$ cat config.mk
export PLATFORM = sky130hd
export DESIGN_NAME = hknn_fifo
export DESIGN_NICKNAME = d
export VERILOG_FILES = /design/src/sv/hknn_fifo.sv
export SDC_FILE = /design/constraint.sdc
export NUM_CORES = 1
export LEC_CHECK = 0
export BUFFER_PORTS_ARGS = -buffer_cell sky130_fd_sc_hd__buf_2
export CAP_MARGIN = 20
export CORE_ASPECT_RATIO = 1.75
export CORE_MARGIN = 3
export CORE_UTILIZATION = 59
export DETAILED_ROUTE_END_ITERATION = 6
export PLACE_DENSITY = 0.89
export SETUP_SLACK_MARGIN = 0.3
export SKIP_LAST_GASP = 1
export SLEW_MARGIN = 25
export SYNTH_ARGS = -nofsm -noshare
export SYNTH_HDL_FRONTEND = slang
export SYNTH_SLANG_ARGS = --single-unit
$ cat constraint.sdc
create_clock -name clk -period 3.8 [get_ports clk]
set_input_delay 0.19 -clock clk [delete_from_list [all_inputs] [get_ports clk]]
set_output_delay 0.19 -clock clk [all_outputs]
set_load 0.01 [all_outputs]
$ cat src/sv/hknn_fifo.sv
// Small register-based first-in first-out queue with full and empty flags.
// Used between the front and back parts and in front of the result ports.
// No dependencies.
module hknn_fifo #(
  parameter int WIDTH = 8,
  parameter int DEPTH = 4,
  localparam int AW = (DEPTH > 1) ? $clog2(DEPTH) : 1,
  localparam int CW = $clog2(DEPTH + 1)
) (
  input  logic             clk,
  input  logic             rst_n,
  input  logic             push,
  input  logic [WIDTH-1:0] wdata,
  output logic             full,
  input  logic             pop,
  output logic [WIDTH-1:0] rdata,
  output logic             empty
);

  localparam logic [AW-1:0] LAST_PTR = AW'(DEPTH - 1);

  logic [WIDTH-1:0] buf_r [DEPTH];
  logic [AW-1:0]    wr_ptr_r;
  logic [AW-1:0]    rd_ptr_r;
  logic [CW-1:0]    count_r;
  logic             do_push;
  logic             do_pop;

  assign full    = (count_r == CW'(DEPTH));
  assign empty   = (count_r == '0);
  assign do_push = push & ~full;
  assign do_pop  = pop & ~empty;
  assign rdata   = buf_r[rd_ptr_r];

  always_ff @(posedge clk) begin
    if (!rst_n) begin
      wr_ptr_r <= '0;
      rd_ptr_r <= '0;
      count_r  <= '0;
    end else begin
      if (do_push) begin
        wr_ptr_r <= (wr_ptr_r == LAST_PTR) ? '0 : wr_ptr_r + AW'(1);
      end
      if (do_pop) begin
        rd_ptr_r <= (rd_ptr_r == LAST_PTR) ? '0 : rd_ptr_r + AW'(1);
      end
      if (do_push && !do_pop) begin
        count_r <= count_r + CW'(1);
      end else if (do_pop && !do_push) begin
        count_r <= count_r - CW'(1);
      end
    end
  end

  always_ff @(posedge clk) begin
    if (do_push) begin
      buf_r[wr_ptr_r] <= wdata;
    end
  end

endmodule

**After elaboration in Yosys (flattened, before gate mapping)**

Memories as Yosys holds them, arrays and structs flattened. A register that Yosys moved wholly into a read port is not among the register bits.
Index checks and enable logic that the tools add are counted.
W data, S select, Z words.

- Register bits after elaboration: 7
- Memories: 1
- Word-level logic and storage cells: 29
- RAM bits: 32
- Input port bits: 12
- Output and inout bits: 10

Memories:

| name | depth | bits a word | rd ports | clocked after memory_dff | wr ports | line | text |
|---|---|---|---|---|---|---|---|
| buf_r | 4 | 8 | 1 | 1 | 1 | 22 | `logic [WIDTH-1:0] buf_r [DEPTH];` |

- Eq/ne operators: 3
- Add/sub/neg operators: 4
- Bitwise gates (word level): 4
- Multiplexer cells: 8
- Reduce and logical (&&, ||, !) cells: 6

Operator list:

| cell | count |
|---|---|
| $mux W2 | 4 |
| $mux W3 | 2 |
| $add A2 B1 Y2 const B | 2 |
| $eq A2 B2 Y1 const B | 2 |
| $add A3 B1 Y3 const B | 1 |
| $eq A3 B3 Y1 const B | 1 |
| $logic_not A3 Y1 | 1 |
| $sub A3 B1 Y3 const B | 1 |
| $and A1 B1 Y1 | 2 |
| $logic_and A1 B1 Y1 | 2 |
| $logic_not A1 Y1 | 2 |
| $mux W1 | 2 |
| $not A1 Y1 | 2 |
| $reduce_bool A2 Y1 | 1 |

**Depth between registers and ports, before layout**

- Depth in word-level cells: 7
- Gate-level depth with buffers: 9

**Worst setup path before layout**

Ideal clock, no wire load.

- Path kind: reg-to-reg
- From: register count_r[0]
- To: register count_r[2]
- Path slack: 1.707 ns
- Required time: 3.724 ns
- Path buffers: 0
- Cell stages (with the launch flop): 8
- Data arrival time: 2.017 ns
- Setup time: 0.076 ns
- Period minus slack after synthesis: 2.093 ns
- Path through: dfxtp_1 -> o31ai_1 -> ha_1 -> inv_1 -> fa_1 -> xor2_1 -> or3_1 -> a21boi_0

- Longest elaborated chain between the ends: 6
- Elaborated cells on any way between the ends: 15
- Those cells by class: 2 x add/sub; 1 x eq/ne; 2 x mux; 4 x bitwise; 6 x reduce/logical

Ends and longest elaborated chain:

| item | line | text |
|---|---|---|
| start: declaration | 25 | `logic [CW-1:0] count_r;` |
| start signal: assignment | 48 | `count_r <= count_r + CW'(1);` |
| start signal: assignment | 50 | `count_r <= count_r - CW'(1);` |
| parallel branches: the longest is 6 deep, another holds $sub A3 B1 Y3 | n/a |  |

Parallel ways; which one is timed is not known. The select of a mux whose other input is x is not followed.
A chain may end at the register's enable or synchronous reset.

**Final worst setup path**

Ends and elaborated chain as after synthesis.

==> metrics.csv <==
stage,metric,value,unit
logic_synthesis,number of synthesized flops with an enable pin,32,
global_route,antenna violations before repair,0,
power,Leak Pwr,0.676,nW
critical_path,Critical Path Stages,8,
sta,Hold Fails Final Rpt,0,
job,number of max-cap violations,0,
sta,Achievable Freq,0.410,GHz
logic_synthesis,post-synth cell types,23,
placed_design,gpl congestion,0.775,
critical_path,"critical path fanouts, max",7,
critical_path,highest-delay cell along the critical path,dfxtp_1,
sta,ratio of final minimum period to clock period,64.2,%
placed_design,HPWL Detailed,1780,µm
route,drt first pass iters,4,
clock_tree,CTS max path bufs,2,
clock_tree,Clock Tree Root,clkbuf_8,
clock_tree,PostCTS Resize Cnt,0,
route,Routed Antenna Nets,0,
floorplanning,chip width,45.7,µm
placed_design,PortBufs,21,
critical_path,crit-path cells,nor3b_2 > nor2b_1 > ha_1 > inv_1 > fa_1 > xor2_1 > or3_1 > a21boi_0,
hold_path,Hold Path Depth,1,
global_route,All-Layer GR Usage,15.7,%
route,drt initial violations,21,
power,Peak supply drop,420,µV
route,DR vias/cell,5.64,
logic_synthesis,synth warn,0,
route,routed len/inst,16.3,µm
critical_path,"reg-to-reg slack, setup",1360,ps
clock_tree,H-tree level count,2,
logic_synthesis,Syn Inst Count,93,
sta,count of final setup violators,0,
logic_synthesis,Yosys top cell by area,edfxtp_1,
sta,Tmin final,2440,ps
logic_synthesis,"Top FF cell, synth",edfxtp_1,
route,vias,812,
critical_path,WS Path Type,reg -> reg,
logic_synthesis,syn nets,112,
sta,Final Max Tran Viols,0,
global_route,first-pass GRT wire length,3710,µm
critical_path,Critical Path RT,4000,ps
global_route,Overflow after GRT,0,
clock_tree,Skew-Pair Late Insertion Delay,280,ps
floorplanning,Initial Util,63.9,%
clock_tree,clock-pin transition on the worst setup and hold timing paths,70,ps
logic_synthesis,asr flop ratio synth,0,%
power,total power,1.16,mW
cells_and_area,Storage cell area,1140,µm²
critical_path,CP bufs+invs,1,
global_route,vias in the first global route,853,
critical_path,r2r startpoint,count_r[0],
route,Remaining DRCs,0,
route,Routed WL,2350,µm
power,PD cells,630,nW/µm²
sta,setup TNS,0,ps
clock_tree,CTS tree,done,
critical_path,Top delay family on crit path,simple AND/OR/NAND/NOR gates,
floorplanning,IO Pins,22,
floorplanning,Die Ht,75.5,µm
logic_synthesis,share of the yosys chip area belonging to registers,70.0,%
critical_path,CP endpoint kind,flop,
global_route,largest net degree at the start of global routing,14,
sta,Slew HR,64.9,%
critical_path,Critical path origin,count_r[0],
cells_and_area,Util after Layout,72.0,%
logic_synthesis,mapped cell area,1630,µm²
clock_tree,Post-CTS Setup Bufs,0,
floorplanning,Core Box Area,2550,µm²
logic_synthesis,"FF+latch count, synth",41,
cells_and_area,layout cells sized above 1,32.2,%
cells_and_area,footprint of the multi-input gates,460,µm²
critical_path,data arrival time of the critical path,2640,ps
cells_and_area,Final nets,136,
status,outcome,finished clean,
cells_and_area,area growth from synthesis to layout,12.7,%
logic_synthesis,synth top area cells,"edfxtp_1 (59%), dfxtp_1 (11%), mux4_2 (11%), ha_1 (4.6%), and2_1 (1.9%)",
floorplanning,FP Rows,24,
clock_tree,Num CTS Buffers,5,
critical_path,crit path to,count_r[2],
sta,unrepaired setup endpoints after global routing,false,
cells_and_area,most frequent cells in the layout,"edfxtp_1 (32), buf_2 (21), dfxtp_1 (9)",
clock_tree,Clock Sinks,41,
logic_synthesis,share of the synthesized area in the top cell type,58.9,%
critical_path,reg2reg end,count_r[2],
critical_path,delay of the slowest critical-path stage,460,ps
logic_synthesis,syn avg cell area,17.5,µm²
sta,final setup skew,3.03,ps
clock_tree,# hold bufs at CTS,0,
hold_path,Hold Path Class,in -> reg,
critical_path,Worst R2R Path Depth,8,
cells_and_area,"commonest non-fill, non-tap cell in the layout",edfxtp_1,
floorplanning,Die Area,3450,µm²
sta,Worst-Margin Slew,525,ps
cells_and_area,number of antenna diodes,0,
cells_and_area,Fill cells,148,
critical_path,startpoint types,flop,
==> metal layers <==
layer	part of all wire, %	vias up	global-route usage [%]
li1	-	396	-
met1	39	386	17.6
met2	54	22	26.4
met3	4.2	8	4.02
met4	2.3	0	8.54
met5	0	-	0
==> cells in the mapped netlist (all sizes together), types with 2 or more instances <==
cell type and instances:
and2 5, dfxtp 9, nand3 2, mux4 8, mux2i 3, nand2 6
o21ai 3, nor2b 2, inv 3, ha 6, buf 3, edfxtp 32
nor2 2
==> where the power goes <==
part / switching, mW / internal, mW / total [mW]
logic: 0.130 / 0.151 / 0.281
clock network: 0.137 / 0.126 / 0.264
registers: 0.0598 / 0.552 / 0.612
==> logic make-up (layout without fill, tap and decap cells) <==
group | Yosys count | after routing | share of synthesized area, %
buffers and inverters | 7 | 32 | 1.76
adders and majority gates | 7 | 7 | 5.83
xor gates and xnor gates | 2 | 2 | 1.07
DFF | 41 | 41 | 70.0
muxes | 11 | 11 | 12.9
and+or+nand+nor | 20 | 20 | 6.60
AOI/OAI and AO/OA | 5 | 5 | 1.84
==> state kept, by name, indices dropped and copies added (netlist names), named ones only <==
| signal | flops |
|---|---|
| buf_r | 32 |
| count_r | 3 |
| rd_ptr_r | 2 |
| wr_ptr_r | 2 |
==> layout make-up <==
class | count | area share [%]
flip-flops and latches | 41 | 62.1
multi-input cells | 45 | 25.1
repair buffers | 21 | 5.72
clock buffers | 5 | 3.75
well taps | 26 | 1.77
clock inverters | 3 | 0.954
inverters | 3 | 0.613
==> worst min path at each step <==
stage / start / slack (ps) / endpoint
floorplan: wdata[0] / 290 / buf_r[0][0]
global placement: wdata[5] / 400 / buf_r[0][5]
detailed placement: wdata[0] / 410 / buf_r[2][0]
CTS: wdata[0] / 110 / buf_r[2][0]
global route: wdata[0] / 110 / buf_r[0][0]
finish: wdata[0] / 120 / buf_r[0][0]
==> through the flow <==
step	setup slack [ps]	hold slack, ps	instances	instance area (µm²)
after CTS	1340	112	144	1840
after floorplan	1710	289	93	1630
after detailed placement	1370	407	136	1750
after global placement	1590	399	136	1750
after global routing	1170	111	144	1840
final	1360	118	144	1840
Power figures use the tool's default switching activity.
