File: config.mk
export PLATFORM = sky130hd
export DESIGN_NAME = hknn_front
export DESIGN_NICKNAME = d
export VERILOG_FILES = /design/src/sv/hknn_pkg.sv /design/src/sv/hknn_ram.sv /design/src/sv/hknn_front.sv
export SDC_FILE = /design/constraint.sdc
export NUM_CORES = 2
export LEC_CHECK = 0
export ABC_CLOCK_PERIOD_IN_PS = 10300
export BUFFER_PORTS_ARGS = -buffer_cell sky130_fd_sc_hd__buf_2
export CORE_MARGIN = 5
export CORE_UTILIZATION = 50
export CTS_CLUSTER_SIZE = 30
export DETAILED_ROUTE_END_ITERATION = 10
export PLACE_DENSITY = 0.73
export SLEW_MARGIN = 10
export SYNTH_ARGS = -nofsm -noshare
export SYNTH_HDL_FRONTEND = slang
export SYNTH_SLANG_ARGS = --single-unit
File: constraint.sdc
create_clock -name clk -period 10.3 [get_ports clk]
set_clock_uncertainty 0.2 [all_clocks]
set_input_delay 1.03 -clock clk [delete_from_list [all_inputs] [get_ports clk]]
set_output_delay 1.03 -clock clk [all_outputs]
set_load 0.02 [all_outputs]
File: src/sv/hknn_pkg.sv
// Shared constants and types for the histogram top-K nearest search block.
// Holds parameter defaults, command codes and the command control struct.
// No dependencies.
package hknn_pkg;

  localparam int TOP_K_DEF      = 10;
  localparam int NUM_BINS_DEF   = 48;
  localparam int COUNT_BITS_DEF = 24;
  localparam int ID_BITS_DEF    = 16;

  localparam int DIST_W = 54;
  localparam logic [DIST_W-1:0] DIST_MAX = '1;

  localparam int FUNC_W = 2;
  localparam logic [FUNC_W-1:0] FUNC_LOAD  = 2'd0;
  localparam logic [FUNC_W-1:0] FUNC_CAND  = 2'd1;
  localparam logic [FUNC_W-1:0] FUNC_FLUSH = 2'd2;

  localparam int CMD_QUEUE_DEPTH = 4;
  localparam int RES_QUEUE_DEPTH = 2;

  typedef struct packed {
    logic [FUNC_W-1:0] func;
    logic              in_range;
    logic              last;
  } hknn_ctl_t;

endpackage

File: src/sv/hknn_ram.sv
// Generic single-write, single-read RAM with a registered read port.
// No dependencies.
module hknn_ram #(
  parameter int WIDTH = 8,
  parameter int DEPTH = 16,
  localparam int AW = (DEPTH > 1) ? $clog2(DEPTH) : 1
) (
  input  logic             clk,
  input  logic             we,
  input  logic [AW-1:0]    waddr,
  input  logic [WIDTH-1:0] wdata,
  input  logic             re,
  input  logic [AW-1:0]    raddr,
  output logic [WIDTH-1:0] rdata
);

  logic [WIDTH-1:0] mem_r [DEPTH];
  logic [WIDTH-1:0] rdata_r;

  always_ff @(posedge clk) begin
    if (we) begin
      mem_r[waddr] <= wdata;
    end
    if (re) begin
      rdata_r <= mem_r[raddr];
    end
  end

  assign rdata = rdata_r;

endmodule

File: src/sv/hknn_front.sv
// Front part: accepts input transfers, stores query bins and squares bin differences.
// Depends on hknn_pkg and hknn_ram; feeds the command queue read by hknn_back.
module hknn_front #(
  parameter int NUM_BINS   = hknn_pkg::NUM_BINS_DEF,
  parameter int COUNT_BITS = hknn_pkg::COUNT_BITS_DEF,
  parameter int ID_BITS    = hknn_pkg::ID_BITS_DEF,
  localparam int IDX_W = (NUM_BINS > 1) ? $clog2(NUM_BINS) : 1,
  localparam int SQ_W  = 2 * COUNT_BITS,
  localparam int EW    = $bits(hknn_pkg::hknn_ctl_t) + SQ_W + ID_BITS
) (
  input  logic                        clk,
  input  logic                        rst_n,
  input  logic                        in_push,
  output logic                        in_full,
  input  logic [hknn_pkg::FUNC_W-1:0] in_func,
  input  logic [IDX_W-1:0]            in_bin_index,
  input  logic [COUNT_BITS-1:0]       in_bin_value,
  input  logic [ID_BITS-1:0]          in_candidate_id,
  input  logic                        in_last_bin,
  output logic                        q_push,
  output logic [EW-1:0]               q_data,
  input  logic                        q_full
);

  import hknn_pkg::*;

  logic                  accept;
  logic                  in_range;
  logic [COUNT_BITS-1:0] q_bin;
  logic                  s1_vld_r;
  hknn_ctl_t             s1_ctl_r;
  logic [COUNT_BITS-1:0] s1_val_r;
  logic [ID_BITS-1:0]    s1_id_r;
  logic                  need_push;
  logic                  s1_go;
  logic [COUNT_BITS-1:0] diff;
  logic [SQ_W-1:0]       sq;

  assign accept   = in_push & ~in_full;
  assign in_range = (32'(in_bin_index) < NUM_BINS);

  hknn_ram #(
    .WIDTH(COUNT_BITS),
    .DEPTH(NUM_BINS)
  ) u_query_ram (
    .clk  (clk),
    .we   (accept && in_func == FUNC_LOAD && in_range),
    .waddr(in_bin_index),
    .wdata(in_bin_value),
    .re   (accept && in_func == FUNC_CAND && in_range),
    .raddr(in_bin_index),
    .rdata(q_bin)
  );

  assign need_push = (s1_ctl_r.func == FUNC_CAND) || (s1_ctl_r.func == FUNC_FLUSH);
  assign s1_go     = s1_vld_r & (~need_push | ~q_full);
  assign in_full   = s1_vld_r & ~s1_go;

  assign diff   = (q_bin >= s1_val_r) ? (q_bin - s1_val_r) : (s1_val_r - q_bin);
  assign sq     = diff * diff;
  assign q_push = s1_vld_r & need_push & ~q_full;
  assign q_data = {s1_ctl_r, sq, s1_id_r};

  always_ff @(posedge clk) begin
    if (!rst_n) begin
      s1_vld_r <= 1'b0;
    end else if (accept) begin
      s1_vld_r <= 1'b1;
    end else if (s1_go) begin
      s1_vld_r <= 1'b0;
    end
  end

  always_ff @(posedge clk) begin
    if (accept) begin
      s1_ctl_r.func     <= in_func;
      s1_ctl_r.in_range <= in_range;
      s1_ctl_r.last     <= in_last_bin;
      s1_val_r          <= in_bin_value;
      s1_id_r           <= in_candidate_id;
    end
  end

endmodule

Word level (Yosys, flattened, before mapping):

Memories as Yosys holds them, arrays and structs flattened. A register that Yosys moved wholly into a read port is not among the register bits.
Cells that the tools add are included.

* memories: 1
* input port bits: 53
* flip-flop bits (word level): 45
* output and inout port bits: 70
* bits in writable memories: 1152
* logic and storage cells: 37

* add/sub/neg operators: 2
* bitwise logic cells: 10
* order comparisons: 2
* mux-type cells: 5
* equal/unequal tests: 3
* reduce and logical (&&, ||, !) cells: 7
* multiply operators: 1

Memory list
* u_query_ram.mem_r: words 48, bits a word 24, rd ports 1, clocked after memory_dff 1, write ports 1, RTL line hknn_ram.sv:17 `logic [WIDTH-1:0] mem_r [DEPTH];`

Operators by type and width (count)
* $mul 24x24->48: 1
* $sub 24x24->24: 2
* $ge 24x24->1: 1
* $mux 24: 1
* $lt 6x6->1 const B: 1
* $and 1x1->1: 5
* $eq 2x1->1 const B: 2
* $logic_and 1x1->1: 4
* $mux 1: 4
* $not 1->1: 4
* $eq 2x2->1 const B: 1
* $logic_not 2->1: 1
* $reduce_bool 2->1: 1
* $logic_or 1x1->1: 1
* $or 1x1->1: 1

Depth between registers and ports, before layout:

* depth in word-level cells: 13
* gate-level depth with buffers: 45
* gate-level depth less buffers: 41

Cells and area by module:

Synthesis repeated with hierarchy kept, for this count alone.

* cells, all modules: 4463
* area, all modules: 65577.9 sq um

By module, submodules not included
* hknn_ram: cells an instance 2209, instances 1, area an instance 45413.6 sq um
* hknn_front: cells an instance 2254, instances 1, area an instance 20164.3 sq um

Worst setup path before layout:

Ideal clock, no wire load.

* kind: reg-to-output
* start point: register u_query_ram.rdata_r[0], in the netlist u_query_ram.rdata[0] (read register of u_query_ram.mem_r)
* end point: output q_data[61]
* stages on the path, launching flop included: 43
* arrival time: 9823 ps
* buffers on the path: 5
* data required time: 9070 ps
* setup slack: -753 ps
* cell sequence: edfxtp_1 inv_1 ha_1 inv_1 fa_1 a21o_1 a311o_1 o2111ai_2 a31oi_2 a21oi_4 buf_6 buf_6 mux2i_1 o21ai_1 a221o_1 xor2_1 buf_2 buf_2 (+7 left out) fa_1 fa_1 fa_1 inv_1 fa_1 inv_1 ha_1 clkbuf_1 a21oi_1 o221ai_1 a21oi_1 o21ai_0 o311ai_2 o21ai_0 a21oi_1 o21ai_0 a41o_1 a211oi_1

* longest elaborated chain between the ends: 3
* elaborated cells between the ends (all ways): 5
* classes of those cells: add/sub: 2; mul: 1; order compare: 1; mux: 1

Ends and longest elaborated chain
* start, declared: RTL line hknn_ram.sv:18 `logic [WIDTH-1:0] rdata_r;`
* $sub 24x24->24 / $ge 24x24->1 (equally long branches): RTL line hknn_front.sv:59 `assign diff = (q_bin >= s1_val_r) ? (q_bin - s1_val_r) : (s1_val_r - q_bin);`
* $mux 24 *: RTL line hknn_front.sv:59
* $mul 24x24->48 *: RTL line hknn_front.sv:60 `assign sq = diff * diff;`
* end, declared: RTL line hknn_front.sv:21 `output logic [EW-1:0] q_data,`

Mark *: on every way between the ends. The rest lies on a longest branch, timed or not.

Worst setup path in the final report:

* start point: register u_query_ram.rdata_r[0], in the netlist u_query_ram.rdata[0] (read register of u_query_ram.mem_r)
* end point: output q_data[63]

Same word-level chain as after synthesis.

==> impl_results.md <==
- Status: complete, but fails checks
- Violated checks: negative setup slack
- I/O Pins: 123
- Crit start category: flip-flop
- Share of cells above drive strength 1: 22.8%
- Worst skew pair latency: 0.73 ns
- Setup slack after layout: -1.03 ns
- WP data required: 9.07 ns
- Final WL: 169 mm
- Tmin final: 11.33 ns
- Vias in the first global route: 41,516
- CTS H-Tree Depth: 3
- Crit Path Max Fanout: 7
- Final Hold Vio Count: 0
- Post-Syn Area: 0.0627 mm^2
- Die height: 364 um
- Clock buffer depth: 3
- Final count of pins violating max slew: 0
- # setup viols final: 28
- Post-Syn Instances: 4,534
- Slowest CP cell: fa_1
- GR Overflow Total: 0
- ANT nets after route: 0
- Met3 routed WL: 15.9 mm
- Uppermost layer routed: met4
- Core area: 0.124 mm^2
- WHS: 0.304 ns
- Place WS: -0.660 ns
- Register area share after synthesis: 58.5%
- Residual DRC: 0
- Via count: 40,289
- Drt initial violations: 4,380
- Count of cell types in the netlist: 80
- Max Cap Viol: 0
- Via/cell ratio: 5.89
- Hold Buf Count CTS: 0
- YS warnings: 0
- Max incr delay on CP: 0.53 ns
- Met2 WL: 80.7 mm
- CTS clk-pin slew, worst paths: 0.07 ns
- Synth top area cells: edfxtp_1 58%, fa_1 14%, ha_1 4.4%
- WP data arrival: 10.10 ns
- Fin nets: 5,804
- Main synth FF type: edfxtp_1
- RSZ-0062 raised after global routing: yes
- CP endpoint kind: output port
- Synth top area share: 58.5%
- Row count: 129
- Mean Syn Cell Area: 13.8 um^2
- CTS root buffer: clkbuf_16
- Commonest cells post-synth: 1,220 x edfxtp_1, 654 x inv_1, 424 x fa_1, 282 x nand2_1, 259 x a22oi_1
- Initial Utilization: 50.5%
- Placed Area: 0.0688 mm^2
- EDFF count, synth: 1,220
- DPL Wire Length: 107 mm
- Largest net degree at the start of global routing: 107
- Worst Hold Class: input pin to flip-flop
- Most used cell, CP: fa_1
- Routed length per instance: 24.6 um
- Most frequent cell after synthesis: edfxtp_1
- RePlAce Congestion: 0.911
- Tightest Pin Transition: 1.32 ns
- Sink Count: 1,221
- Worst slew margin: 10.9%
- Max Clock Freq: 0.0882 GHz
- Met1 Routed Length: 65.2 mm
- Initial antenna violation count: 2
- Post-synthesis sequential element count: 1,221
- Crit path kind: flip-flop to output port
- P&R area growth vs syn: 18.1%
- Total global-route track usage: 25.2%
- Area leader, netlist: edfxtp_1
- Die Wd: 364 um
- First-pass GRT wire length: 252 mm
- Port bufs: 121
- Post-route cell area: 0.0740 mm^2
- FFs w/ async S/R, synth: 0%
- CTS Buf Count: 114
- CTS tree: built
- First-pass DRT Iterations: 6
- Die area: 0.133 mm^2
- Period Utilization, post-route: 110%
- Syn nets: 5,230
==> routing by layer <==
metal	vias to the layer above	global-route usage, %
met5	-	0
met4	0	9.27
met3	340	4.68
met2	2239	42.3
met1	20227	33.2
li1	17483	-
==> layout make-up <==
type	instances	area, um^2
Antenna cell	4	10.0
Clock buffer	139	2950
Clock inverter	69	531
Tap cell	1637	2050
Timing Repair Buffer	685	5310
Sequential cell	1221	36700
Multi-Input combinational cell	2423	24000
Fill cell	9252	50100
Inverter	663	2500
==> worst max-delay path: cells and delay by family (launching register included) <==
family,cells,cell delay (ns)
buffers and inverters,13,1.09
flip-flops,1,0.39
adder cells (fa/ha/maj),10,4.18
XOR/XNOR,2,0.38
multiplexers,1,0.33
AO/OA/AOI/OAI,16,2.95
AND/OR/NAND/NOR,1,0.13
==> placed cells by master, fill, tap and decap left out, types with 25 or more instances in the layout <==
cell	Yosys	final
a21oi_1	130	96
a21oi_2	1	27
a221oi_1	125	121
a22o_1	115	115
a22oi_1	259	258
a31oi_1	104	104
buf_2	19	88
buf_4	5	529
buf_6	3	53
clkbuf_1	164	25
clkbuf_16	0	114
clkinv_1	0	33
edfxtp_1	1220	1220
fa_1	424	407
ha_1	219	199
inv_1	654	624
inv_2	9	35
mux2_2	31	31
mux2i_1	35	30
nand2_1	282	259
nand3_1	53	48
nand4_1	25	25
nor2_1	252	185
nor2_2	0	61
o21ai_0	75	59
xnor2_1	44	27
==> sequential cells by signal (all words and copies together) (netlist names) <==
register	count
q_data	4
s1_val_r	24
u_query_ram.mem_r	1152
s1_vld_r	1
u_query_ram.rdata	24
s1_id_r	16
==> logic make-up after synthesis <==
group | after synthesis | share of synthesized area [%]
buffers and inverters | 890 | 5.44
and+or+nand+nor | 710 | 4.90
DFF | 1221 | 58.5
muxes | 77 | 1.51
xor gates and xnor gates | 77 | 1.19
adders and majority gates | 643 | 17.9
other | 1 | 0.00598
AOI/OAI and AO/OA | 915 | 10.5
==> per-stage QoR <==
stage	cells	TNS, ns	utilization, %
2_1_floorplan	4534	-0.199	-
6_report	6841	-17.96	59.6
3_3_place_gp	6583	-8.14	55.4
4_1_cts	6813	-21.65	59.0
3_5_place_dp	6583	-8.77	55.4
5_1_grt	6838	-29.63	59.6
==> path summary, 6_finish.rpt <==
kind	slack, ns	end	cells after the start	start
setup / recovery	-1.03	q_data[63]	43	u_query_ram.rdata[0]
hold / removal	0.30	s1_id_r[0]	1	in_candidate_id[0]
setup reg to reg	5.99	u_query_ram.mem_r[27][7]	8	q_data[66]
hold reg to reg	0.51	s1_vld_r	2	s1_vld_r
==> what timing repair did <==
item,CTS,global route
endpoints found under the setup margin,33,34
resized for setup,179,159
pin swaps,76,109
setup buffers,24,36
Power is not shown: default switching activity piles up to over one toggle a cycle in this logic, so the estimate is an artifact.
