## src/sv/hknn_pkg.sv

```systemverilog
// Shared constants and types for the histogram top-K nearest search block.
// Holds parameter defaults, command codes and the command control struct.
// No dependencies.
package hknn_pkg;

  localparam int TOP_K_DEF      = 10;
  localparam int NUM_BINS_DEF   = 48;
  localparam int COUNT_BITS_DEF = 24;
  localparam int ID_BITS_DEF    = 16;

  localparam int DIST_W = 54;
  localparam logic [DIST_W-1:0] DIST_MAX = '1;

  localparam int FUNC_W = 2;
  localparam logic [FUNC_W-1:0] FUNC_LOAD  = 2'd0;
  localparam logic [FUNC_W-1:0] FUNC_CAND  = 2'd1;
  localparam logic [FUNC_W-1:0] FUNC_FLUSH = 2'd2;

  localparam int CMD_QUEUE_DEPTH = 4;
  localparam int RES_QUEUE_DEPTH = 2;

  typedef struct packed {
    logic [FUNC_W-1:0] func;
    logic              in_range;
    logic              last;
  } hknn_ctl_t;

endpackage

```

## src/sv/hknn_back.sv

```systemverilog
// Back part: accumulates distances, keeps the K-entry best list and ranks it on a flush.
// Depends on hknn_pkg; reads the command queue and writes the result queue.
module hknn_back #(
  parameter int TOP_K      = hknn_pkg::TOP_K_DEF,
  parameter int COUNT_BITS = hknn_pkg::COUNT_BITS_DEF,
  parameter int ID_BITS    = hknn_pkg::ID_BITS_DEF,
  localparam int SLOT_W = (TOP_K > 1) ? $clog2(TOP_K) : 1,
  localparam int SQ_W   = 2 * COUNT_BITS,
  localparam int EW     = $bits(hknn_pkg::hknn_ctl_t) + SQ_W + ID_BITS,
  localparam int OW     = SLOT_W + ID_BITS + hknn_pkg::DIST_W + 2
) (
  input  logic          clk,
  input  logic          rst_n,
  input  logic [EW-1:0] q_data,
  input  logic          q_empty,
  output logic          q_pop,
  output logic          o_push,
  output logic [OW-1:0] o_data,
  input  logic          o_full
);

  import hknn_pkg::*;

  localparam int CNT_W = $clog2(TOP_K + 1);
  localparam int SUM_W = ((SQ_W > DIST_W) ? SQ_W : DIST_W) + 1;
  localparam logic [SLOT_W-1:0] LAST_SLOT = SLOT_W'(TOP_K - 1);

  localparam logic [1:0] ST_IDLE = 2'd0;
  localparam logic [1:0] ST_INS  = 2'd1;
  localparam logic [1:0] ST_RANK = 2'd2;
  localparam logic [1:0] ST_EMIT = 2'd3;

  hknn_ctl_t          h_ctl;
  logic [SQ_W-1:0]    h_sq;
  logic [ID_BITS-1:0] h_id;

  logic [1:0]         state_r;
  logic [DIST_W-1:0]  run_dist_r;
  logic [DIST_W-1:0]  cand_dist_r;
  logic [ID_BITS-1:0] cand_id_r;
  logic [DIST_W-1:0]  best_dist_r [TOP_K];
  logic [ID_BITS-1:0] best_id_r [TOP_K];
  logic [SLOT_W-1:0]  order_r [TOP_K];
  logic [CNT_W-1:0]   fill_cnt_r;
  logic [SLOT_W-1:0]  worst_slot_r;
  logic [DIST_W-1:0]  worst_dist_r;
  logic               scan_busy_r;
  logic [SLOT_W-1:0]  scan_idx_r;
  logic [SLOT_W-1:0]  scan_slot_r;
  logic [DIST_W-1:0]  scan_max_r;
  logic [SLOT_W-1:0]  idx_r;

  logic [SUM_W-1:0]   sum;
  logic [DIST_W-1:0]  add_dist;
  logic [SLOT_W-1:0]  rd_slot;
  logic [DIST_W-1:0]  rd_dist;
  logic [ID_BITS-1:0] rd_id;
  logic               list_full;
  logic               ins_go;
  logic               ins_we;
  logic [SLOT_W-1:0]  ins_slot;
  logic               scan_start;
  logic               scan_take;
  logic [DIST_W-1:0]  cur_max;
  logic [SLOT_W-1:0]  cur_slot;
  logic [TOP_K-1:0]   lt;
  logic               t_filled;
  logic [SLOT_W-1:0]  rank_t;
  logic               emit_valid;
  logic               emit_last;

  assign {h_ctl, h_sq, h_id} = q_data;

  assign sum      = SUM_W'(run_dist_r) + SUM_W'(h_sq);
  assign add_dist = !h_ctl.in_range ? run_dist_r :
                    (sum > SUM_W'(DIST_MAX)) ? DIST_MAX : sum[DIST_W-1:0];

  assign q_pop = (state_r == ST_IDLE) & ~q_empty &
                 ((h_ctl.func != FUNC_FLUSH) | ~scan_busy_r);

  assign rd_slot = scan_busy_r ? scan_idx_r :
                   (state_r == ST_EMIT) ? order_r[idx_r] : idx_r;
  assign rd_dist = best_dist_r[rd_slot];
  assign rd_id   = best_id_r[rd_slot];

  assign list_full  = (fill_cnt_r == CNT_W'(TOP_K));
  assign ins_go     = (state_r == ST_INS) & ~scan_busy_r;
  assign ins_we     = ins_go & (~list_full | (cand_dist_r < worst_dist_r));
  assign ins_slot   = list_full ? worst_slot_r : fill_cnt_r[SLOT_W-1:0];
  assign scan_start = ins_we & (list_full | (fill_cnt_r == CNT_W'(TOP_K - 1)));

  assign scan_take = (scan_idx_r == '0) || (scan_max_r < rd_dist);
  assign cur_max   = scan_take ? rd_dist : scan_max_r;
  assign cur_slot  = scan_take ? scan_idx_r : scan_slot_r;

  always_comb begin
    for (int j = 0; j < TOP_K; j++) begin
      lt[j] = (CNT_W'(j) < fill_cnt_r) &&
              ((best_dist_r[j] < rd_dist) ||
               ((best_dist_r[j] == rd_dist) && (SLOT_W'(j) < idx_r)));
    end
  end

  assign t_filled = (CNT_W'(idx_r) < fill_cnt_r);
  assign rank_t   = t_filled ? SLOT_W'($countones(lt)) : idx_r;

  assign emit_valid = (CNT_W'(idx_r) < fill_cnt_r);
  assign emit_last  = (idx_r == LAST_SLOT);
  assign o_push     = (state_r == ST_EMIT) & ~o_full;
  assign o_data     = {idx_r,
                       emit_valid ? rd_id : ID_BITS'(0),
                       emit_valid ? rd_dist : DIST_W'(0),
                       emit_valid,
                       emit_last};

  always_ff @(posedge clk) begin
    if (!rst_n) begin
      state_r      <= ST_IDLE;
      run_dist_r   <= '0;
      fill_cnt_r   <= '0;
      worst_slot_r <= '0;
      scan_busy_r  <= 1'b0;
      scan_idx_r   <= '0;
      idx_r        <= '0;
    end else begin
      if (scan_busy_r) begin
        if (scan_idx_r == LAST_SLOT) begin
          scan_busy_r  <= 1'b0;
          worst_slot_r <= cur_slot;
        end else begin
          scan_idx_r <= scan_idx_r + SLOT_W'(1);
        end
      end else if (scan_start) begin
        scan_busy_r <= 1'b1;
        scan_idx_r  <= '0;
      end

      case (state_r)
        ST_IDLE: begin
          if (q_pop) begin
            if (h_ctl.func == FUNC_FLUSH) begin
              state_r <= ST_RANK;
              idx_r   <= '0;
            end else if (h_ctl.last) begin
              run_dist_r <= '0;
              state_r    <= ST_INS;
            end else begin
              run_dist_r <= add_dist;
            end
          end
        end
        ST_INS: begin
          if (ins_go) begin
            if (!list_full) begin
              fill_cnt_r <= fill_cnt_r + CNT_W'(1);
            end
            state_r <= ST_IDLE;
          end
        end
        ST_RANK: begin
          if (idx_r == LAST_SLOT) begin
            idx_r   <= '0;
            state_r <= ST_EMIT;
          end else begin
            idx_r <= idx_r + SLOT_W'(1);
          end
        end
        ST_EMIT: begin
          if (o_push) begin
            if (emit_last) begin
              fill_cnt_r   <= '0;
              worst_slot_r <= '0;
              idx_r        <= '0;
              state_r      <= ST_IDLE;
            end else begin
              idx_r <= idx_r + SLOT_W'(1);
            end
          end
        end
        default: begin
          state_r <= ST_IDLE;
        end
      endcase
    end
  end

  always_ff @(posedge clk) begin
    if (q_pop && h_ctl.func != FUNC_FLUSH && h_ctl.last) begin
      cand_dist_r <= add_dist;
      cand_id_r   <= h_id;
    end
    if (ins_we) begin
      best_dist_r[ins_slot] <= cand_dist_r;
      best_id_r[ins_slot]   <= cand_id_r;
    end
    if (scan_busy_r) begin
      scan_max_r  <= cur_max;
      scan_slot_r <= cur_slot;
      if (scan_idx_r == LAST_SLOT) begin
        worst_dist_r <= cur_max;
      end
    end
    if (state_r == ST_RANK) begin
      order_r[rank_t] <= idx_r;
    end
  end

endmodule

```

## config.mk

```make
export PLATFORM = sky130hd
export DESIGN_NAME = hknn_back
export DESIGN_NICKNAME = d
export VERILOG_FILES = /design/src/sv/hknn_pkg.sv /design/src/sv/hknn_back.sv
export SDC_FILE = /design/constraint.sdc
export NUM_CORES = 2
export LEC_CHECK = 0
export CORE_MARGIN = 2
export CORE_UTILIZATION = 55
export CTS_CLUSTER_DIAMETER = 120
export CTS_CLUSTER_SIZE = 10
export DETAILED_ROUTE_END_ITERATION = 6
export DONT_BUFFER_PORTS = 1
export PLACE_DENSITY = 0.79
export SLEW_MARGIN = 25
export SYNTH_ARGS = -nofsm -noshare
export SYNTH_HDL_FRONTEND = slang
export SYNTH_SLANG_ARGS = --single-unit
export TNS_END_PERCENT = 30
```

## constraint.sdc

```tcl
create_clock -name clk -period 14.71 [get_ports clk]
set_clock_uncertainty 0.2 [all_clocks]
set_input_delay 2.2065 -clock clk [delete_from_list [all_inputs] [get_ports clk]]
set_output_delay 2.2065 -clock clk [all_outputs]
set_load 0.01 [all_outputs]
```

* After elaboration in Yosys (flattened, before gate mapping)
Memories as Yosys holds them, arrays and structs flattened. A register that Yosys moved wholly into a read port is not among the register bits. Cells that the tools add are included.
Operators by class: $add $sub $neg 13, magnitude comparators 34, eq/ne operators 28, muxes and demuxes 46, bitwise gates (word level) 14, reduce and logical (&&, ||, !) cells 44
Operators by type and width (count):
- $lt 54x54->1 | 12
- $eq 54x54->1 | 10
- $mux 54 | 5
- $mux 4 | 23
- $add 54x48->55 | 1
- $gt 55x54->1 const B | 1
- $lt 3x4->1 const A | 8
- $logic_and 1x1->1 | 22
- $eq 4x4->1 const B | 4
- $lt 1x4->1 const A | 4
- $lt 2x4->1 const A | 4
- $lt 4x4->1 const A | 4
- $mux 16 | 1
- $ne 2x2->1 const B | 8
- $mux 2 | 7
- $add 4x1->4 const B | 3
- $pmux 4 s3 | 1
- $logic_or 1x1->1 | 11
- $add 1x1->2 | 5
- $pmux 2 s4 | 1
- $pmux 4 s2 | 1
- $mux 1 | 7
- $add 2x2->3 | 2
- $and 1x1->1 | 6
- other kinds (18) | 28
Storage, ports and cells: register bits 255, memory bits (writable) 740, bits of input ports 72, memories 3
Memory list:
- best_dist_r | depth 10, width 54, read ports 11, clocked after memory_dff 0, wr ports 1, RTL line hknn_back.sv:41 | logic [DIST_W-1:0] best_dist_r [TOP_K];
- best_id_r | depth 10, width 16, read ports 1, clocked after memory_dff 0, wr ports 1, RTL line hknn_back.sv:42 | logic [ID_BITS-1:0] best_id_r [TOP_K];
- order_r | depth 10, width 4, read ports 1, clocked after memory_dff 1, wr ports 1, RTL line hknn_back.sv:43 | logic [SLOT_W-1:0] order_r [TOP_K];

* Longest topological paths before layout
An unclocked memory read counts as a cell.
depth after elaboration 13, gate-level depth with buffers 42, mapped depth without buffers 34

* Worst setup path before layout
OpenSTA, ideal clock, no wires.
path kind register to register, from register scan_busy_r, to memory order_r[1][0] (netlist bit) (enable), arrival 10282 ps, data required time 14181 ps, slack 3899 ps, stages on the path, launching flop included 39, buffers on the path 9, clock period less this slack 10811 ps, path through dfxtp_1 -> clkbuf_1 -> a311oi_2 -> o22ai_1 -> buf_2 -> buf_4 -> buf_6 -> buf_6 -> buf_2 -> clkbuf_1 -> clkbuf_1 -> buf_1 -> a311oi_1 -> o31ai_1 -> ha_1 -> nor2b_1 -> o21a_1 -> o21a_1 -> [... 3 more ...] -> o21ai_0 -> nand2b_1 -> maj3_1 -> a21oi_1 -> o21ba_2 -> a211oi_1 -> o41ai_1 -> a22o_1 -> fa_1 -> fa_1 -> fa_1 -> ha_1 -> fa_1 -> xor2_1 -> o21ai_0 -> nor3_1 -> nand2_1 -> nor2_1
On the way: word-level cells in the longest chain between the ends 11, elaborated cells on any way between the ends 62
RTL lines:
- start, declared | RTL line hknn_back.sv:47 | logic scan_busy_r;
- start signal, assigned | RTL line hknn_back.sv:122 | scan_busy_r <= 1'b0;
- start signal, assigned | RTL line hknn_back.sv:128 | scan_busy_r <= 1'b0;
- start signal, assigned | RTL line hknn_back.sv:134 | scan_busy_r <= 1'b1;
- $mux 4 * | RTL line hknn_back.sv:81 | assign rd_slot = scan_busy_r ? scan_idx_r :
- $mem_v2 10x54 *
- branches (longest 7 deep; another with $lt 54x54->1)
- $add 4x2->4 (implied by the code) * | RTL line hknn_back.sv:105 | assign rank_t = t_filled ? SLOT_W'($countones(lt)) : idx_r;
- $mux 4 * | RTL line hknn_back.sv:105
- end, declared | RTL line hknn_back.sv:43
Every way passes the cells marked *.

* Final worst setup path
from register scan_busy_r, to memory order_r[7][0] (netlist bit) (enable)
Same word-level chain as after synthesis.

==> results_dict.tcl <==
set metrics [dict create \
    route.detailed.wl_per_inst_um 29.09 \
    cts_setup_buffers 0 \
    p_sw_share_pct 25.98 \
    layout_commonest_cell "edfxtp_1" \
    drt_iter0_drc 7968 \
    grt_max_degree 153 \
    cp.arrival_ns 11.85 \
    viasPerCell 6.831 \
    place.gp.congestion 0.9969 \
    final.fill_count 9699 \
    intPower_mw 6.352 \
    timing.critical_path.mode_cell "o21a_1" \
    synthArstFlopShare_pct 0 \
    synthFlopType "edfxtp_1" \
    synth_fp_nets 6808 \
    crit_type "flip-flop to flip-flop" \
    dpl.hpwl_mm 151.2 \
    yosysSeqAreaShare_pct 55.71 \
    relSlewSlack_pct 23.61 \
    hold_path_class "flip-flop to flip-flop" \
    drc 0 \
    finalCritPeriodShare_pct 78.84 \
    antenna_found_initial 8 \
    num_vias 53763 \
    finalHoldViolCount 0 \
    clock_path_buffers 3 \
    ir_drop_mv 0.1121 \
    cts-resized-gates 0 \
    cpPeakStageDelay_ns 0.74 \
    p_leak_nw 28.35 \
    grt_pass1_wl_mm 337.1 \
    die_h_um 360.6 \
    tns_ns 0 \
    grt_use_total_pct 34.72 \
    cts_max_level 4 \
    ys_ff_latch 1323 \
    overflow 0 \
    avgSynthCellArea_um2 11.31 \
    clock_latency_ns 0.82 \
    yosysWarnings 0 \
    setup.worst_path.end_class "flip-flop" \
    numClockSinks 1323 \
    portBuffers 0 \
    fp.dieW_um 360.6 \
    worst_slew_pin_slew_ns 1.143 \
    pwr-share-comb_pct 10.9 \
    path_max_fanout 45 \
    power_per_cell_area_nw_per_um2 111.9 \
    root_buffer "clkbuf_16" \
    start_util_pct 55.54 \
    drive_above_1_share_pct 7.191 \
    ys_types 94 \
    cts_tree "built" \
    grt_pass1_vias 51820 \
    synth_edf_count 1246 \
    hold_ws_ns 0.3054 \
    layout_common_cells "edfxtp_1 (1246), nand2_1 (1031), ha_1 (544)" \
    multi_input_area_um2 29630 \
    wirelength_mm 229.0 \
    hold_buffers 0 \
    cts_buffers 150 \
    postRouteAntennaNets 0 \
    cp-start-kind "flip-flop" \
    area_delta_synth_final_pct 9.683 \
    p_switching_mw 2.229 \
    rows 130 \
    nNetsFinal 6792 \
    first_pass_iters 7 \
    core_area_um2 125900 \
    status "finished, final reports clean" \
    io_pins 150 \
    max_freq_mhz 86.23 \
    dp_cells 7666 \
    cp.required_ns 14.96 \
    synth.cell_area_um2 69930 \
    cap_violations 0 \
    seqPwrFrac_pct 49.0 \
    pwr-share-clk_pct 40.1 \
    rsz0062_at_grt "false" \
    setup_viol 0 \
    period_needed_ns 11.60 \
    regArea_um2 38960 \
    instances_no_fill 7871 \
    clk_pin_slew_ns 0.06 \
    drv_slew 0 \
    synth_cells 6185 \
    die-area_um2 130000 \
    critPathSlowestCell "buf_4" \
]
-- sequential cells by signal, indices dropped and copies added, names as in the netlist, 16 cells and up, named ones only --
register,flops
best_dist_r,864
best_id_r,160
cand_dist_r,54
run_dist_r,54
scan_max_r,54
worst_dist_r,54
order_r,40
cand_id_r,16
-- synth_stat cells (all sizes together) (25+ instances only) --
master  count  area [um^2]
inv       144        540.5
a21oi     265         1330
o31ai      46        345.3
nor4       25        171.4
and3      140        875.8
o211ai     45        337.8
nor2      314         1181
nand3     463         2317
mux2       36        405.4
xor2       65        569.3
nand4      99        619.3
a211oi     78        590.6
nor3       49        260.3
maj3       79        790.8
o21a       35        262.8
a31oi      47        309.0
mux2i      65        650.6
buf        93        491.7
a311oi    100        882.1
nor2b      79        494.2
clkbuf    212        795.8
nand2b     44        275.3
o21ai     194        970.9
edfxtp   1246        37420
dfxtp      77         1541
xnor2     117         1025
ha        544         6807
nand2    1032         3874
a21o      134         1006
and2       26        162.7
-- through the flow --
step / util, % / area (um^2) / worst slack [ns] / power, mW
floorplan: - / 69930 / 3.899 / 4.858
global placement: 57.42 / 72280 / 3.722 / 5.157
detailed placement: 57.47 / 72350 / 3.444 / 5.181
CTS: 60.87 / 76630 / 3.420 / 8.542
global route: 60.92 / 76690 / 2.783 / 8.794
finish: 60.92 / 76700 / 3.113 / 8.582
-- metal layers --
layer / routed length (um) / global-route usage [%] / vias up
li1: - / - / 23177
met1: 82630 / 45.73 / 25845
met2: 101800 / 52.80 / 3971
met5: 13 / 0 / -
met3: 31020 / 9.350 / 768
met4: 13510 / 17.99 / 2
-- cell type report --
type | instances | share of cell area, %
sequential | 1323 | 50.80
multi-input combinational | 4411 | 38.63
clock buffer | 184 | 5.088
tap | 1650 | 2.692
timing repair buffer | 137 | 1.566
inverter | 146 | 0.7145
clock inverter | 15 | 0.4927
antenna | 5 | 0.01631
-- cell families after synthesis --
family,Yosys count,synth area share (%)
AO/OA/AOI/OAI,1141,11.12
XOR/XNOR,182,2.280
adder cells (fa/ha/maj),630,11.06
buffers and inverters,451,2.625
flip-flops,1323,55.71
multiplexers,106,1.671
AND/OR/NAND/NOR,2352,15.53
-- power by group through the flow --
stage          registers (mW)  clock network [mW]  logic [mW]
2_1_floorplan            4.26                   0       0.595
3_3_place_gp             4.28                   0       0.875
3_5_place_dp             4.28                   0       0.898
4_1_cts                  4.21                3.43       0.906
5_1_grt                  4.21                3.57        1.01
6_report                 4.21                3.44       0.934
-- critical path, delay by kind of cell, from the launching register on --
kind | cells | cell delay (ns)
buffers and inverters | 3 | 1.71
DFF | 1 | 0.68
AOI/OAI and AO/OA | 15 | 3.79
adders and majority gates | 7 | 2.84
and+or+nand+nor | 8 | 1.81
xor gates and xnor gates | 1 | 0.17
-- worst paths after layout --
kind | start | endpoint | slack (ns) | cells after the start
setup reg to reg | scan_busy_r$_SDFF_PN0_ | order_r[7][0]$_DFFE_PP_ | 3.11 | 34
setup / recovery | scan_busy_r$_SDFF_PN0_ | order_r[7][0]$_DFFE_PP_ | 3.11 | 34
hold reg to reg | run_dist_r[47]$_SDFFE_PN0P_ | run_dist_r[47]$_SDFFE_PN0P_ | 0.31 | 2
hold / removal | run_dist_r[47]$_SDFFE_PN0P_ | run_dist_r[47]$_SDFFE_PN0P_ | 0.31 | 2
Power figures use the tool's default switching activity.
